**src/rtl/core/bba_pkg.sv**
```systemverilog
`default_nettype none

package bba_pkg;

    // One map word covers this many blocks
    localparam int WORD_W  = 8;
    localparam int BIT_W   = 3;
    localparam int RES_W   = 9;
    localparam int BLK_W   = 8;

    typedef logic [WORD_W-1:0] t_word;

    typedef enum logic [1:0] {
        OP_ALLOC = 2'd0,
        OP_FREE  = 2'd1,
        OP_INIT  = 2'd2
    } t_op;

endpackage

`default_nettype wire

```
**src/rtl/core/bba_map_ram.sv**
```systemverilog
`default_nettype none

module bba_map_ram import bba_pkg::*; #(
    parameter int DEPTH = 32,
    parameter int AW    = 5
) (
    input  wire logic          i_clk,
    input  wire logic          i_we,
    input  wire logic [AW-1:0] i_waddr,
    input  wire t_word         i_wdata,
    input  wire logic [AW-1:0] i_raddr,
    output t_word              o_rdata
);

    t_word r_mem [DEPTH];
    t_word r_rdata;

    // read returns old data on a same-address write
    always_ff @(posedge i_clk) begin
        if (i_we) begin
            r_mem[i_waddr] <= i_wdata;
        end
        r_rdata <= r_mem[i_raddr];
    end

    assign o_rdata = r_rdata;

endmodule

`default_nettype wire

```
**src/rtl/core/bitmap_block_allocator.sv**
```systemverilog
// Operation: allocate is first fit, one map word of 8 blocks read per cycle, and fails without
//   a scan when the pool is full; free reads and rewrites one word; initialize writes one
//   word per cycle; an unused operation code only returns a result; WORDS = NUM_BLOCKS/8, rounded up.
// Flow: one beat at a time, the next taken the cycle after the result is registered;
//   a stalled result holds the next request in S_DONE.
// Reset: synchronous, active low; a clearing pass over all WORDS words zeroes the map, no request taken.
`default_nettype none

module bitmap_block_allocator import bba_pkg::*; #(
    parameter int NUM_BLOCKS = 256
) (
    input  wire logic             i_clk,
    input  wire logic             i_rst_n,
    // request channel
    input  wire logic             i_in_valid,
    output logic                  o_in_ready,
    input  wire logic [1:0]       i_in_operation,
    input  wire logic [BLK_W-1:0] i_in_block_number,
    // result channel
    output logic                  o_out_valid,
    input  wire logic             i_out_ready,
    output logic [BLK_W-1:0]      o_granted_block,
    output logic                  o_alloc_failed,
    output logic [RES_W-1:0]      o_free_count,
    // configuration: reserved block count
    input  wire logic             i_cfg_we,
    input  wire logic [RES_W-1:0] i_cfg_data
);

    localparam int WORDS = (NUM_BLOCKS + WORD_W - 1) / WORD_W;
    localparam int AW    = (WORDS > 1) ? $clog2(WORDS) : 1;
    localparam int CW    = $clog2(NUM_BLOCKS + 1);

    typedef enum logic [6:0] {
        S_CLEAR = 7'b0000001,
        S_IDLE  = 7'b0000010,
        S_SCAN  = 7'b0000100,
        S_FREE  = 7'b0001000,
        S_INIT  = 7'b0010000,
        S_DONE  = 7'b0100000,
        S_SPARE = 7'b1000000
    } t_state;

    t_state            r_state, n_state;
    logic [AW-1:0]     r_scan_addr, n_scan_addr;   // word address being read
    logic [AW-1:0]     r_chk_addr, n_chk_addr;     // word whose data is on the read port
    logic [AW-1:0]     r_wr_addr, n_wr_addr;       // init sweep / free target word
    logic [BIT_W-1:0]  r_bit, n_bit;
    logic [CW-1:0]     r_used, n_used;             // blocks marked used by the sweep
    logic [CW-1:0]     r_free, n_free;
    logic [RES_W-1:0]  r_reserved;
    logic [BLK_W-1:0]  r_p_granted, n_p_granted;
    logic              r_p_failed, n_p_failed;
    logic              r_ov;
    logic [BLK_W-1:0]  r_o_granted;
    logic              r_o_failed;
    logic [RES_W-1:0]  r_o_count;

    // map memory port
    logic              mem_we;
    logic [AW-1:0]     mem_waddr;
    t_word             mem_wdata;
    logic [AW-1:0]     mem_raddr;
    t_word             mem_rdata;

    logic [31:0]       blk_wide;
    logic              blk_in_pool;
    logic [AW-1:0]     blk_addr;
    logic [CW-1:0]     used_sat;
    t_word             init_word;
    t_word             pool_mask;
    t_word             scan_word;
    logic [BIT_W-1:0]  zero_idx;
    logic [31:0]       grant_wide;
    logic [31:0]       count_wide;
    logic              out_free;

    bba_map_ram #(
        .DEPTH (WORDS),
        .AW    (AW)
    ) u_map (
        .i_clk   (i_clk),
        .i_we    (mem_we),
        .i_waddr (mem_waddr),
        .i_wdata (mem_wdata),
        .i_raddr (mem_raddr),
        .o_rdata (mem_rdata)
    );

    // free request decode: block number split into word address and bit
    assign blk_wide    = 32'(i_in_block_number);
    assign blk_in_pool = blk_wide < 32'(NUM_BLOCKS);
    assign blk_addr    = blk_wide[AW+2:3];

    // initialize saturates at the pool size
    assign used_sat = (32'(r_reserved) > 32'(NUM_BLOCKS)) ? CW'(NUM_BLOCKS)
                                                          : CW'(r_reserved);

    // word written by the init/clear sweep, and pool mask for the word under check;
    // bits past the pool end read as used so the scan never grants them
    always_comb begin
        for (int i = 0; i < WORD_W; i++) begin
            init_word[i] = 32'({r_wr_addr, BIT_W'(i)}) < 32'(r_used);
            pool_mask[i] = 32'({r_chk_addr, BIT_W'(i)}) < 32'(NUM_BLOCKS);
        end
    end

    assign scan_word = mem_rdata | ~pool_mask;

    // lowest clear bit of the word under check
    always_comb begin
        zero_idx = '0;
        for (int i = WORD_W - 1; i >= 0; i--) begin
            if (!scan_word[i]) begin
                zero_idx = BIT_W'(i);
            end
        end
    end

    assign grant_wide = 32'({r_chk_addr, zero_idx});
    assign count_wide = 32'(r_free);
    assign out_free   = !r_ov || i_out_ready;

    always_comb begin
        n_state     = r_state;
        n_scan_addr = r_scan_addr;
        n_chk_addr  = r_chk_addr;
        n_wr_addr   = r_wr_addr;
        n_bit       = r_bit;
        n_used      = r_used;
        n_free      = r_free;
        n_p_granted = r_p_granted;
        n_p_failed  = r_p_failed;
        mem_we      = 1'b0;
        mem_waddr   = r_wr_addr;
        mem_wdata   = init_word;
        mem_raddr   = r_scan_addr;
        o_in_ready  = 1'b0;

        case (r_state)
            S_CLEAR, S_INIT: begin
                // one word per cycle; reset leaves r_used at zero
                mem_we = 1'b1;
                if (r_wr_addr == AW'(WORDS - 1)) begin
                    n_free  = CW'(NUM_BLOCKS) - r_used;
                    n_state = (r_state == S_INIT) ? S_DONE : S_IDLE;
                end else begin
                    n_wr_addr = r_wr_addr + AW'(1);
                end
            end
            S_IDLE: begin
                o_in_ready = 1'b1;
                if (i_in_valid) begin
                    n_p_granted = '0;
                    n_p_failed  = 1'b0;
                    case (t_op'(i_in_operation))
                        OP_ALLOC: begin
                            if (r_free == '0) begin
                                // pool full: fail without touching the map
                                n_p_failed = 1'b1;
                                n_state    = S_DONE;
                            end else begin
                                mem_raddr   = '0;
                                n_chk_addr  = '0;
                                n_scan_addr = AW'(1);
                                n_state     = S_SCAN;
                            end
                        end
                        OP_FREE: begin
                            if (blk_in_pool) begin
                                mem_raddr = blk_addr;
                                n_wr_addr = blk_addr;
                                n_bit     = i_in_block_number[BIT_W-1:0];
                                n_state   = S_FREE;
                            end else begin
                                n_state = S_DONE;
                            end
                        end
                        OP_INIT: begin
                            n_used    = used_sat;
                            n_wr_addr = '0;
                            n_state   = S_INIT;
                        end
                        default: begin
                            n_state = S_DONE;
                        end
                    endcase
                end
            end
            S_SCAN: begin
                // read of the next word overlaps the check of this one; a free
                // block is known to exist, so the scan always ends in a grant
                n_chk_addr  = r_scan_addr;
                n_scan_addr = r_scan_addr + AW'(1);
                if (scan_word != '1) begin
                    mem_we      = 1'b1;
                    mem_waddr   = r_chk_addr;
                    mem_wdata   = mem_rdata | (t_word'(1) << zero_idx);
                    n_p_granted = grant_wide[BLK_W-1:0];
                    n_free      = r_free - CW'(1);
                    n_state     = S_DONE;
                end
            end
            S_FREE: begin
                // already-free block: nothing written
                if (mem_rdata[r_bit]) begin
                    mem_we    = 1'b1;
                    mem_wdata = mem_rdata & ~(t_word'(1) << r_bit);
                    n_free    = r_free + CW'(1);
                end
                n_state = S_DONE;
            end
            S_DONE: begin
                if (out_free) begin
                    n_state = S_IDLE;
                end
            end
            default: begin
                n_state = S_IDLE;
            end
        endcase
    end

    always_ff @(posedge i_clk) begin
        if (!i_rst_n) begin
            r_state     <= S_CLEAR;
            r_wr_addr   <= '0;
            r_used      <= '0;
            r_free      <= CW'(NUM_BLOCKS);
            r_reserved  <= '0;
            r_ov        <= 1'b0;
        end else begin
            r_state     <= n_state;
            r_wr_addr   <= n_wr_addr;
            r_used      <= n_used;
            r_free      <= n_free;
            if (i_cfg_we) begin
                r_reserved <= i_cfg_data;
            end
            if (r_state == S_DONE && out_free) begin
                r_ov <= 1'b1;
            end else if (i_out_ready) begin
                r_ov <= 1'b0;
            end
        end
    end

    // datapath registers
    always_ff @(posedge i_clk) begin
        r_scan_addr <= n_scan_addr;
        r_chk_addr  <= n_chk_addr;
        r_bit       <= n_bit;
        r_p_granted <= n_p_granted;
        r_p_failed  <= n_p_failed;
        if (r_state == S_DONE && out_free) begin
            r_o_granted <= r_p_granted;
            r_o_failed  <= r_p_failed;
            r_o_count   <= count_wide[RES_W-1:0];
        end
    end

    assign o_out_valid     = r_ov;
    assign o_granted_block = r_o_granted;
    assign o_alloc_failed  = r_o_failed;
    assign o_free_count    = r_o_count;

    // free count never exceeds the pool
    a_free_bound: assert property (@(posedge i_clk) disable iff (!i_rst_n)
        32'(r_free) <= 32'(NUM_BLOCKS))
        else $error("free count above pool size");

    // a scan only runs while some block is free
    a_scan_has_free: assert property (@(posedge i_clk) disable iff (!i_rst_n)
        (r_state == S_SCAN) |-> (r_free != '0))
        else $error("scan started with a full pool");

    // a failed allocate grants block zero
    a_fail_grant: assert property (@(posedge i_clk) disable iff (!i_rst_n)
        (o_out_valid && o_alloc_failed) |-> (o_granted_block == '0))
        else $error("failed allocate with non-zero grant");

    // a successful scan takes exactly one block
    a_scan_count: assert property (@(posedge i_clk) disable iff (!i_rst_n)
        (r_state == S_SCAN && n_state == S_DONE) |=> (r_free == $past(r_free) - CW'(1)))
        else $error("grant did not take one block");

endmodule

`default_nettype wire
```
**config.mk**
```make
export PLATFORM = sky130hd
export DESIGN_NAME = bitmap_block_allocator
export DESIGN_NICKNAME = d
export VERILOG_FILES = /design/src/rtl/core/bba_pkg.sv /design/src/rtl/core/bba_map_ram.sv /design/src/rtl/core/bitmap_block_allocator.sv
export SDC_FILE = /design/constraint.sdc
export NUM_CORES = 1
export LEC_CHECK = 0
export BUFFER_PORTS_ARGS = -buffer_cell sky130_fd_sc_hd__buf_2
export CAP_MARGIN = 5
export CORE_MARGIN = 2
export CORE_UTILIZATION = 60
export CTS_CLUSTER_SIZE = 24
export DETAILED_ROUTE_END_ITERATION = 8
export PLACE_DENSITY = 0.79
export SLEW_MARGIN = 20
export SYNTH_ARGS = -nofsm -noshare
export SYNTH_HDL_FRONTEND = slang
export SYNTH_SLANG_ARGS = --single-unit
```
**constraint.sdc**
```tcl
create_clock -name i_clk -period 8.43 [get_ports i_clk]
set_input_delay 2.1075 -clock i_clk [delete_from_list [all_inputs] [get_ports i_clk]]
set_output_delay 2.1075 -clock i_clk [all_outputs]
set_load 0.05 [all_outputs]
```
==> results of run 1 <==
cells in the mapped netlist (3+ instances only):
master and n:
or3_1 3, a32o_1 19, nand3_1 52, edfxtp_1 296, clkbuf_1 30, nor3_1 12, ha_1 22, a21boi_0 4
a221oi_1 8, o31ai_1 11, buf_2 18, o22ai_1 11, and2_1 13, nor2b_1 21, mux2i_1 71, buf_6 5
nand2_1 191, nand2b_1 6, a32oi_1 26, nand4_1 11, a21o_1 3, xnor2_1 14, and3_1 3, xor2_1 6
nor3b_1 11, nand3b_1 14, a2111oi_0 3, a21oi_1 37, o211ai_1 8, inv_1 29, dfxtp_1 47, a211oi_1 5
o21ai_0 27, buf_4 3, nor4_1 3, nor2_1 101, o211a_1 3, a31oi_1 6
area by class of cell:
| type | instances | area share, % |
|---|---|---|
| multi-input cells | 762 | 28.8 |
| well taps | 324 | 2.45 |
| flip-flops and latches | 343 | 59.4 |
| repair buffers | 59 | 2.03 |
| clock inverters | 15 | 0.733 |
| clock buffers | 46 | 5.92 |
| inverters | 30 | 0.680 |
how the worst max path moves through the flow:
stage	cells past startpoint	slack [ns]	start	to
finish	11	3.54	i_in_operation[1]	u_map.o_rdata[2]
global route	11	3.42	i_in_operation[1]	u_map.o_rdata[1]
CTS	11	3.58	i_in_operation[1]	u_map.o_rdata[1]
detailed placement	11	3.07	i_in_operation[1]	u_map.o_rdata[1]
global placement	11	3.17	i_in_operation[1]	u_map.o_rdata[1]
floorplan	12	4.25	i_in_operation[0]	u_map.o_rdata[3]
logic make-up (layout without fill, tap and decap cells):
group / after synthesis / in the layout
buf+inv: 89 / 150
simple gates: 455 / 455
xor+xnor: 20 / 20
compound gates: 190 / 190
mux: 74 / 74
flops: 343 / 343
fa+ha+maj: 23 / 23
through the flow:
step | util [%] | setup slack, ns
floorplan | - | 4.25
global placement | 63.3 | 3.17
finish | 67.9 | 3.54
global route | 67.9 | 3.42
CTS | 67.9 | 3.58
detailed placement | 63.4 | 3.07
routing by layer:
metal | wire (um) | GRT usage (%) | up-vias | share of wire, %
li1 | - | - | 4532 | -
met5 | 0 | 0 | - | 0
met3 | 3500 | 4.55 | 83 | 10
met1 | 13900 | 37.7 | 4807 | 40
met2 | 16700 | 43.2 | 581 | 47
met4 | 1010 | 9.13 | 0 | 2.9
flip-flops by register name (all words and copies together), names as in the netlist, 6 cells and up:
signal / cells
o_granted_block: 8
r_state: 6
o_free_count: 9
r_reserved: 9
r_used: 9
u_map.o_rdata: 8
u_map.r_mem: 256
r_p_granted: 8
r_free: 9
power by group through the flow:
stage / registers (uW) / clock network (uW) / logic (uW)
global placement: 2360 / 0 / 819
floorplan: 2340 / 0 / 509
global route: 2340 / 1560 / 941
detailed placement: 2360 / 0 / 852
finish: 2330 / 1490 / 869
CTS: 2320 / 1500 / 859
worst reg2reg max path: stages, from the launching register on:
cell and delay, ns:
dfxtp_1 0.43, nor3_1 0.25, nand3_1 0.43, nor2_2 0.78, mux2i_1 0.58, nand2_1 0.24
nor2_1 0.76
==> results.cfg, run 1 <==
[power]
powerDensity_nw_per_um2 = 283
p_int_uw = 3350
p_seq_share_pct = 49.7
vdd_drop_max_mv = 0.252
swShare_pct = 28.6
p_leak_uw = 0.00594
power.total_uw = 4680
comb_power_share_pct = 18.5
p_clk_share_pct = 31.8
p_switching_uw = 1340

[detailed_routing]
post-route-drc-count = 0
antenna_left = 0
post_drt_wl_per_cell_um = 22.2
post_drt_via_cell_ratio = 6.34
dr.pass1.iters = 6
drt_iter0_drc = 1382
vias = 10000
drt_wl_total_um = 35100

[clocking]
cts_hold_buf = 0
post-cts-setup-buffer-count = 0
ctsResizeCount = 0
worst_skew_pair.late_latency_ns = 0.52
clk_pin_slew_ns = 0.06
cts_root_buf = clkbuf_16
cts_buffers = 36
cts_tree = yes
clock_sinks = 343
clk_path_buf_depth = 3
cts_max_level = 2

[die]
io_pins = 44
die_area_um2 = 26200
die_w_um = 162
core_um2 = 24400
floorplan.rows = 57
die_y_um = 162
start_util_pct = 61.3

[yosys]
syn_area_um2 = 15000
synthSimpleGateAreaFrac_pct = 14.1
synth_top_area_cell = edfxtp_1
synth_top_family_by_area = simple AND/OR/NAND/NOR gates
synth-edff-count = 296
ys.flop_type = edfxtp_1
ys_warn_count = 0
post_synth_mux_area_share_pct = 5.13
netlist_instances = 1194
ys_types = 70
ys_seq_elements = 343
synthArstFlopShare_pct = 0
syn-num-nets = 1241
synth_xor_area_share_pct = 1.17
ys_seq_area_share_pct = 65.7
post_synth.cell_area_avg_um2 = 12.5
synthAdderAreaFrac_pct = 1.97
synth_compound_area_share_pct = 9.12
synth_area_leaders = edfxtp_1, dfxtp_1, nand2_1
synth_top_area_share_pct = 59.4

[sta]
relSlewSlack_pct = 27.6
setup_viol = 0
layout_worst_path_cycle_share_pct = 58.0
rsz0062_at_grt = no
timing_worst_slew_pin_value_ns = 1.09
skew_ns = 0.0156
fmax_mhz = 205
slew_viol_final = 0
hold_viol = 0
setup-tns-final_ns = 0
holdWs_ns = 0.422
fin_crit_ns = 4.89

[grt]
antenna_found_initial = 0
grt_usage_pct = 26.9
grt_start_max_net_pins = 65
grt_pass1_vias = 9653
grt_pass1_wl_um = 54000
overflow = 0

[critical_path]
reg2reg_slack_ns = 4.59
slowest_stage = o211a_2
reg2reg_to = u_map.r_mem[24][2]
reg2reg_from = r_state[0]
cp.required_ns = 8.89
path_cells = buf_2, inv_1, ha_1, and4b_1, nand3_1, o211a_2, buf_4, nand2_1, a32o_1, o31ai_1, nand3b_1
critPathBufInv = 3
critPathKind = in -> reg
crit_fanout = 41
slowest_delay_ns = 0.90
r2r.worst_path.cells = 6
crit_arrival_ns = 5.34
cp-start-kind = input pin
cp_top_family = compound AO/OA/AOI/OAI gates
critPathCaptureType = register

[finish]
final_cells = 1579
mostFrequentLayoutCells = edfxtp_1, nand2_1, nor2_1
fill_cells = 1728
drive_gt1_share_pct = 10.4
areaGrowthSynthToFinish_pct = 10.7
finalInstanceArea_um2 = 16600
multi_input_area_um2 = 4770
fin_nets = 1279
regArea_um2 = 9830
n_antenna_cell = 0
layout_commonest_cell = edfxtp_1

[placement]
hpwl_um = 22000
place_area_um2 = 15500
dp.cells = 1518
gp_congestion = 0.882
port_buffers = 43

[worst_hold_path]
hold_depth = 0
hold_class = reg -> reg
hold_end = o_granted_block[5]
min_from = r_p_granted[5]

[status]
run_status = finished, final reports clean

[job]
drv_cap = 0
Note: power is estimated with default switching activity, not from simulation.
==> run 2: changes to the inputs <==
--- a/config.mk
+++ b/config.mk
@@ -8,10 +8,10 @@
 export BUFFER_PORTS_ARGS = -buffer_cell sky130_fd_sc_hd__buf_2
 export CAP_MARGIN = 5
 export CORE_MARGIN = 2
-export CORE_UTILIZATION = 60
+export CORE_UTILIZATION = 56
 export CTS_CLUSTER_SIZE = 24
 export DETAILED_ROUTE_END_ITERATION = 8
-export PLACE_DENSITY = 0.79
+export PLACE_DENSITY = 0.78
 export SLEW_MARGIN = 20
 export SYNTH_ARGS = -nofsm -noshare
 export SYNTH_HDL_FRONTEND = slang
==> constraint.sdc (replaced) <==
create_clock -name i_clk -period 4.04 [get_ports i_clk]
set_input_delay 1.01 -clock i_clk [delete_from_list [all_inputs] [get_ports i_clk]]
set_output_delay 1.01 -clock i_clk [all_outputs]
set_load 0.05 [all_outputs]
==> results.cfg, run 2 (synthesis results as in run 1) <==
[finish]
areaGrowthSynthToFinish_pct = 13.4
fin_nets = 1318
regArea_um2 = 9830
layout_commonest_cell = edfxtp_1
mostFrequentLayoutCells = edfxtp_1, nand2_1, nor2_1
largest_register_ffs = 256
multi_input_area_um2 = 4760
n_antenna_cell = 0
drive_gt1_share_pct = 13.1
finalInstanceArea_um2 = 17000
fill_cells = 1860
regMostFlops = u_map.r_mem

[grt]
grt_pass1_wl_um = 54500
grt_pass1_vias = 9700
grt_usage_pct = 25.1
overflow = 0
antenna_found_initial = 0
grt_start_max_net_pins = 104

[die]
io_pins = 44
floorplan.rows = 59
die_area_um2 = 28000
die_y_um = 167
start_util_pct = 57.2
die_w_um = 167
core_um2 = 26100

[job]
drv_cap = 0

[critical_path]
cp-start-kind = register
cp-endpoint = r_free[8]
critPathCaptureType = register
r2r.worst_path.cells = 13
crit_arrival_ns = 4.03
setup.worst_path.start = r_state[1]
critPathKind = reg -> reg
cp.required_ns = 4.44
reg2reg_from = r_state[1]
reg2reg_to = r_free[8]
crit_fanout = 10
reg2reg_slack_ns = 0.41

[clocking]
clock_sinks = 343
clk_path_buf_depth = 3
cts_max_level = 2
worst_skew_pair.late_latency_ns = 0.53
cts_buffers = 36
ctsResizeCount = 0
cts_tree = yes
cts_root_buf = clkbuf_16
cts_hold_buf = 0
clk_pin_slew_ns = 0.06
post-cts-setup-buffer-count = 0

[sta]
hold_viol = 0
rsz0062_at_grt = no
setup-tns-final_ns = 0
fin_crit_ns = 3.63
relSlewSlack_pct = 46.1
layout_worst_path_cycle_share_pct = 89.9
skew_ns = 0.0337
slew_viol_final = 0
fmax_mhz = 275
setup_viol = 0
timing_worst_slew_pin_value_ns = 0.806

[detailed_routing]
post-route-drc-count = 6
dr.pass1.iters = 8
vias = 10100
antenna_left = 0
drt_iter0_drc = 1205
drt_wl_total_um = 34900
post_drt_via_cell_ratio = 6.19
post_drt_wl_per_cell_um = 21.4

[status]
run_status = finished with violations
violations = DRC

[power]
p_leak_uw = 0.00618
power.total_uw = 9920
vdd_drop_max_mv = 0.391
powerDensity_nw_per_um2 = 585

[placement]
port_buffers = 43
place_area_um2 = 15800
hpwl_um = 22500
gp_congestion = 0.883

[worst_hold_path]
hold_class = reg -> reg
run 2: metrics by stage:
stage	hold WS, ns	setup WS (ns)	instances	util [%]
floorplan	0.400	0.454	1194	-
global placement	0.401	0.241	1568	60.6
detailed placement	0.405	0.124	1568	60.6
CTS	0.420	0.404	1630	64.9
global route	0.426	0.0331	1630	64.9
finish	0.416	0.409	1630	64.9
run 2: worst max-delay path, cell delays in order, from the launching register on:
cell,delay (ns)
dfxtp_1,0.42
nor2_1,0.26
nand3b_1,0.13
nor3_1,0.34
inv_1,0.30
fa_1,0.47
a21o_1,0.17
a21oi_1,0.24
o21bai_1,0.11
a2111oi_0,0.43
nor3_1,0.15
xor2_1,0.18
mux2i_1,0.21
a31oi_1,0.09
run 2: how the worst min path moves through the flow:
stage,startpoint,cells past startpoint,end,slack (ns)
floorplan,r_p_failed,0,o_alloc_failed,0.40
global placement,r_p_granted[1],0,o_granted_block[1],0.40
detailed placement,r_p_granted[5],0,o_granted_block[5],0.40
CTS,r_p_granted[5],0,o_granted_block[5],0.42
global route,r_p_granted[5],0,o_granted_block[5],0.43
finish,r_p_granted[7],0,o_granted_block[7],0.42
run 2: cell type report:
class,count,share of cell area (%)
clock buffers,42,5.45
clock inverters,20,1.20
inverters,30,0.664
multi-input cells,762,28.1
flip-flops and latches,343,58.0
well taps,335,2.47
repair buffers,98,4.15
run 2: metal layers:
layer  vias up  part of all wire, %  track usage, %  routed length (um)
li1       4617                    -               -                   -
met1      4850                   41            35.7               14400
met2       529                   46            39.2               16100
met3        89                  9.1            4.33                3170
met4         0                  3.6            9.30                1250
met5         -                    0               0                   0
run 2: report_power, final:
group          switching (uW)  total, uW  leakage (uW)  internal, uW
combinational            1380       1900       0.00255           524
clock                    1320       3160      0.000550          1840
sequential                127       4850       0.00308          4720
total                    2830       9920       0.00618          7090
